--- config.mk ---
export PLATFORM = sky130hd
export DESIGN_NAME = pirgb_chan
export DESIGN_NICKNAME = d
export VERILOG_FILES = /design/src/design/pirgb_pkg.sv /design/src/design/pirgb_chan.sv
export SDC_FILE = /design/constraint.sdc
export NUM_CORES = 1
export LEC_CHECK = 0
export BUFFER_PORTS_ARGS = -buffer_cell sky130_fd_sc_hd__buf_2
export CAP_MARGIN = 10
export CORE_AREA = 2 2 106 77
export DETAILED_ROUTE_END_ITERATION = 16
export DIE_AREA = 0 0 108 79
export GPL_TIMING_DRIVEN = 0
export PLACE_DENSITY = 0.72
export SYNTH_ARGS = -nofsm -noshare
export SYNTH_HDL_FRONTEND = slang
export SYNTH_SLANG_ARGS = --single-unit
export TNS_END_PERCENT = 5
--- constraint.sdc ---
create_clock -name clock -period 8.23 [get_ports clock]
set_input_delay 0 -clock clock [delete_from_list [all_inputs] [get_ports clock]]
set_output_delay 0 -clock clock [all_outputs]
set_load 0.02 [all_outputs]
--- src/design/pirgb_pkg.sv ---
// Shared constants for the palette index to RGB pixel expander.
// No dependencies; imported by pirgb_chan and palette_index_to_rgb_pixel.
package pirgb_pkg;

   // Palette geometry
   localparam int PIRGB_DEPTH   = 256;
   localparam int PIRGB_ENTRY_W = 24;
   localparam int CHAN_W        = 8;
   localparam int PIXEL_W       = 32;
   localparam int SHIFT_W       = 5;
   localparam int PROD_W        = 2 * CHAN_W;

   // Dimming applies to entries at and above this number
   localparam logic [8:0] DIM_FIRST_ENTRY = 9'd16;

   // Input opcodes
   localparam logic OP_WRITE   = 1'b0;
   localparam logic OP_CONVERT = 1'b1;

   // Destination depth codes
   localparam logic [1:0] DEPTH_8  = 2'd0;
   localparam logic [1:0] DEPTH_16 = 2'd1;
   localparam logic [1:0] DEPTH_32 = 2'd2;

   // CSR register indexes (byte address = 4 * index)
   localparam int CSR_ADDR_W = 5;
   localparam logic [2:0] REG_RED_MAX     = 3'd0;
   localparam logic [2:0] REG_GREEN_MAX   = 3'd1;
   localparam logic [2:0] REG_BLUE_MAX    = 3'd2;
   localparam logic [2:0] REG_RED_SHIFT   = 3'd3;
   localparam logic [2:0] REG_GREEN_SHIFT = 3'd4;
   localparam logic [2:0] REG_BLUE_SHIFT  = 3'd5;
   localparam logic [2:0] REG_DEPTH_MODE  = 3'd6;
   localparam logic [2:0] REG_PARTIAL_DIM = 3'd7;

   // Pipeline advance control handed to the channel units
   typedef struct packed {
      logic advance;
   } pipe_ctl_type;

endpackage

--- src/design/pirgb_chan.sv ---
// One color channel: optional dim by four, scale by max, divide by 255.
// Two register stages (product, quotient). Depends on pirgb_pkg.
module pirgb_chan (
   input  logic                       clock,
   input  pirgb_pkg::pipe_ctl_type    ctl,
   input  logic [pirgb_pkg::CHAN_W-1:0] chan_byte,
   input  logic                       dim,
   input  logic [pirgb_pkg::CHAN_W-1:0] chan_max,
   output logic [pirgb_pkg::CHAN_W-1:0] chan_q
);
   import pirgb_pkg::*;

   logic [CHAN_W-1:0] dimmed;
   logic [PROD_W-1:0] prod_in, prod_ff;
   logic [PROD_W-1:0] qsum;
   logic [CHAN_W-1:0] q_in, q_ff;

   always_comb begin
      dimmed  = dim ? {2'b00, chan_byte[CHAN_W-1:2]} : chan_byte;
      prod_in = dimmed * chan_max;
      // floor(p / 255) for p <= 255*255: (p + p/256 + 1) / 256
      qsum    = prod_ff + {{CHAN_W{1'b0}}, prod_ff[PROD_W-1:CHAN_W]} + PROD_W'(1);
      q_in    = qsum[PROD_W-1:CHAN_W];
   end

   always_ff @(posedge clock) begin
      if (ctl.advance) begin
         prod_ff <= prod_in;
         q_ff    <= q_in;
      end
   end

   assign chan_q = q_ff;

endmodule

# Word level (Yosys, flattened, before mapping)
# Index checks and enable logic that the tools add are counted.
# totals
out_inout_bits,8
memories,0
latchBits,0
wordCells,6
reg_bits,24
mem_bits_ro,0
in_bits,19
ramBits,0
# classes
eq_ne,0
n_reduce_logical,0
n_div,0
n_shift,0
n_mux,1
addsub,2
bitwise,0
n_lt_le_gt_ge,0
mul,1
# op_table
op,n
"16-bit by 1-bit adder with 16-bit output, second input constant",1
16-bit by 8-bit adder with 16-bit output,1
8-bit by 8-bit multiplier with 16-bit output,1
8-bit two-way mux,1

# Depth between registers and ports, before layout
# logic_depth
word_depth,2
mapped_depth,17
ltp_nobuf,16

# Worst setup path before layout
# No wires, ideal clock.
# synth_path
path_type,input-to-reg
startpoint,input dim
endpoint,"register prod_ff[12], data pin"
setup_slack_ns,3.826
arrival_time_ns,4.142
cell_stages,16
path_cell_list,buf_2 mux2i_1 nand2b_1 fa_1 fa_1 inv_1 fa_1 inv_1 fa_1 inv_1 ha_1 and2_4 a221oi_2 a21oi_2 o41ai_2 xnor2_1
# synth_between
elab_chain_len,2
# synth_lines
item,line,source
start: declaration,pirgb_chan.sv:7,"input logic dim,"
8-bit two-way mux,pirgb_chan.sv:19,"dimmed = dim ? {2'b00, chan_byte[CHAN_W-1:2]} : chan_byte;"
8-bit by 8-bit multiplier with 16-bit output,pirgb_chan.sv:20,prod_in = dimmed * chan_max;
net prod_in[12],pirgb_chan.sv:14,"logic [PROD_W-1:0] prod_in, prod_ff;"
end signal: assignment,pirgb_chan.sv:28,prod_ff <= prod_in;
end: declaration,pirgb_chan.sv:14,
# The timed path passes the listed nets, and every way through them passes these cells.
# A chain may end at the register's enable or synchronous reset.

# Worst setup path after layout
# layout_path
startpoint,input dim
endpoint,"register prod_ff[15], data pin"
# The elaborated chain is that of the path after synthesis.

==> flow_summary.ini <==
[logic_synthesis]
synth_async_reset_ratio_pct = 0
syn-num-nets = 422
synth_xor_area_share_pct = 3.99
avgSynthCellArea_um2 = 10.2
yosys_warnings = 0
postSynthCellCount = 324
cell_types_with_the_largest_area_share_after_synthesis = fa_1, edfxtp_1, ha_1, inv_1, nor2b_1
synth_compound_gate_area_share_pct = 9.69
synth_top_flop_cell = edfxtp_1
synth-adder-area-share_pct = 38.2
post_synth_instance_area_mm2 = 0.00329
yosys_top_cell_area_share_pct = 21.9
synth_top_cell_by_area = fa_1
synth_top_family_by_area = adder cells
synth.distinct_cells = 42
synth_enable_flop_cells = 24
yosys.area_share.simple_pct = 17.6
post_synth_mux_area_share_pct = 2.20
proportion_of_synthesized_chip_area_in_sequential_cells_pct = 21.9
postSynthRegisterBits = 24

[global_routing]
antenna_found_initial = 0
grt_start_max_net_pins = 25
grt_use_total_pct = 15.1
grt_first_pass_wirelength_um = 10400
via_count_of_the_first_global_routing_pass = 2236
grt_overflow_total = 0

[worst_setup_path]
critical_path_arrival_ns = 4.77
timing_worst_setup_path_type = in -> reg
worst_setup_path_startpoint = dim
critical_path.n_buffers_inverters = 4
worst-endpoint-required_ns = 8.28
cp_top_delay_family = adder cells
slowest_delay_ns = 0.69
cpMaxStageDelayCell = mux2i_1
critPathMostFrequentCell = fa_1
critical_path_capture_point_type = flip-flop
worstPathMaxFanout = 8
worstPathCellList = buf_2 -> mux2i_1 -> nand2b_1 -> fa_1 -> fa_1 -> inv_1 -> fa_1 -> inv_1 -> fa_1 -> inv_1 -> ha_1 -> o211ai_1 -> a21oi_2 -> a211oi_2 -> nor3_1 -> a311oi_1
r2r_slack_ns = 6.31
worstReg2RegStart = prod_ff[10]$_DFFE_PP_
worstSetupStartpointType = input pin

[timing]
fin_crit_sh_pct = 57.3
setup_repair_after_global_routing_missed_its_margin = false
fmax_mhz = 212
skew_ns = 0.000607
worst_slack_ns = 3.52
maxSlewViolCount = 0
finalSetupViolCount = 0
min_period_ns = 4.71
timing.final.hold_violations = 0
worst_slew_pin_slew_ns = 0.773
final.setup.tns_ns = 0
worst_slew_margin_rel_pct = 47.0

[route]
wire_per_inst_um = 13.3
drtPass1Iterations = 4
vias = 2301
ant_nets = 0
finalWirelength_um = 6040
drt_iter0_drc = 102
drcViolationCount = 0
avgViaCountPerCell = 5.08

[floorplan]
num_rows = 27
core_region_area_mm2 = 0.00760
die_h_um = 79
total_die_area_mm2 = 0.00853
initial_utilization_pct = 43.3
boundaryPins = 27
die_width_um = 108

[power]
report.power.total_uw = 905
leakage_uw = 0.00170
power.ir.vdd_worst_uv = 169
power.density_mw_per_mm2 = 252

[layout]
layout.cells.most_common_list = inv_1, ha_1, fa_1
num-nets-final = 452
n_antenna_cell = 0
layout.cell_area.non_filler_mm2 = 0.00358
layout-area-overhead-vs-synth_pct = 8.89
final_layout_size_suffix_gt1_share_pct = 11.4
layoutNonFillerInstCount = 453
final_common_cell = inv_1

[clock_tree]
clock_insertion_delay_worst_skew_ns = 0.26
cts_hold_repair.buffers = 0
post_cts.repair.setup_buffers = 0
clock-root-buffer = clkbuf_8
clock_buffers_created_by_tritoncts = 3
cts_num_sinks = 24
ctsHtreeMaxLevel = 1
cts_resized = 0
tritoncts = built
clk_pin_slew_worst_paths_ns = 0.07
ctsLongestPathBuffers = 2

[hold_path]
hold_path.class = in -> reg
min-delay-start = chan_max[0]

[outcome]
run_status = finished, final reports clean

[placement]
dpl.hpwl_um = 5070
dpl_worst_slack_ns = 3.24
dpl_cell_area_mm2 = 0.00354
routabilityCongestion = 0.806
placedCellCount = 450
place.port_buffers = 25

[flow_run]
timing.max_cap.violations = 0
-- state kept, by name, summed over array words and instances, names as in the netlist --
| name | cells |
|---|---|
| prod_ff | 16 |
| chan_q | 8 |
-- through the flow --
stage	util, %	hold WS (ns)
finish	47.2	0.192
global route	47.2	0.203
CTS	47.2	0.197
detailed placement	46.6	0.448
global placement	46.6	0.444
floorplan	-	0.112
-- worst paths after layout --
path	endpoint	cells after the start
max	prod_ff[15]$_DFFE_PP_	16
min	prod_ff[0]$_DFFE_PP_	2
max reg2reg	chan_q[7]$_DFFE_PP_	6
min reg2reg	chan_q[7]$_DFFE_PP_	1
-- worst register-to-register path, stage by stage (launching register included) --
cell and delay [ns]:
edfxtp_1 0.46, ha_1 0.31, o21a_1 0.12, o2bb2ai_1 0.11, o211ai_2 0.34, nand3_1 0.17, xnor2_1 0.16
-- final cells by class --
cell class	instances	area [um2]
inverters	54	203
well taps	101	126
repair buffers	25	125
flip-flops and latches	24	721
clock buffers	3	41.3
plain buffers	2	8.76
multi-input cells	244	2360
fillers	748	4020
-- per-layer routing --
| layer | share of wire [%] | track usage (%) | vias to the layer above |
|---|---|---|---|
| met1 | 52 | 23.7 | 1132 |
| met2 | 45 | 23.0 | 25 |
| met3 | 2.5 | 1.97 | 4 |
| li1 | - | - | 1140 |
| met5 | 0 | 0 | - |
| met4 | 0.27 | 1.15 | 0 |
-- cell families after synthesis --
logic type | count (synthesis)
flip-flops | 24
AO/OA/AOI/OAI | 40
buffers and inverters | 56
adder cells (fa/ha/maj) | 79
multiplexers | 7
XOR/XNOR | 15
AND/OR/NAND/NOR | 103
-- power breakdown --
| part | switching (uW) | internal, uW |
|---|---|---|
| clock | 33.5 | 32.7 |
| combinational | 347 | 250 |
| sequential | 29.1 | 212 |
-- cell usage after synthesis, types with 2 or more instances --
master and instances:
a21oi_2 3, xor2_1 4, nor2_1 7, nand4_1 4, o211ai_1 4, mux2_2 2, a21o_1 4, inv_1 54
and2_1 23, nor3_1 5, fa_1 36, a211oi_2 2, xnor2_1 11, o21ai_1 4, ha_1 43, nor2b_1 29
a21oi_1 6, nand2_1 16, o21ai_0 2, nand2b_1 8, nand3_1 7, mux2i_1 5, o21a_1 3, edfxtp_1 24
(Power assumes the default switching activity.)
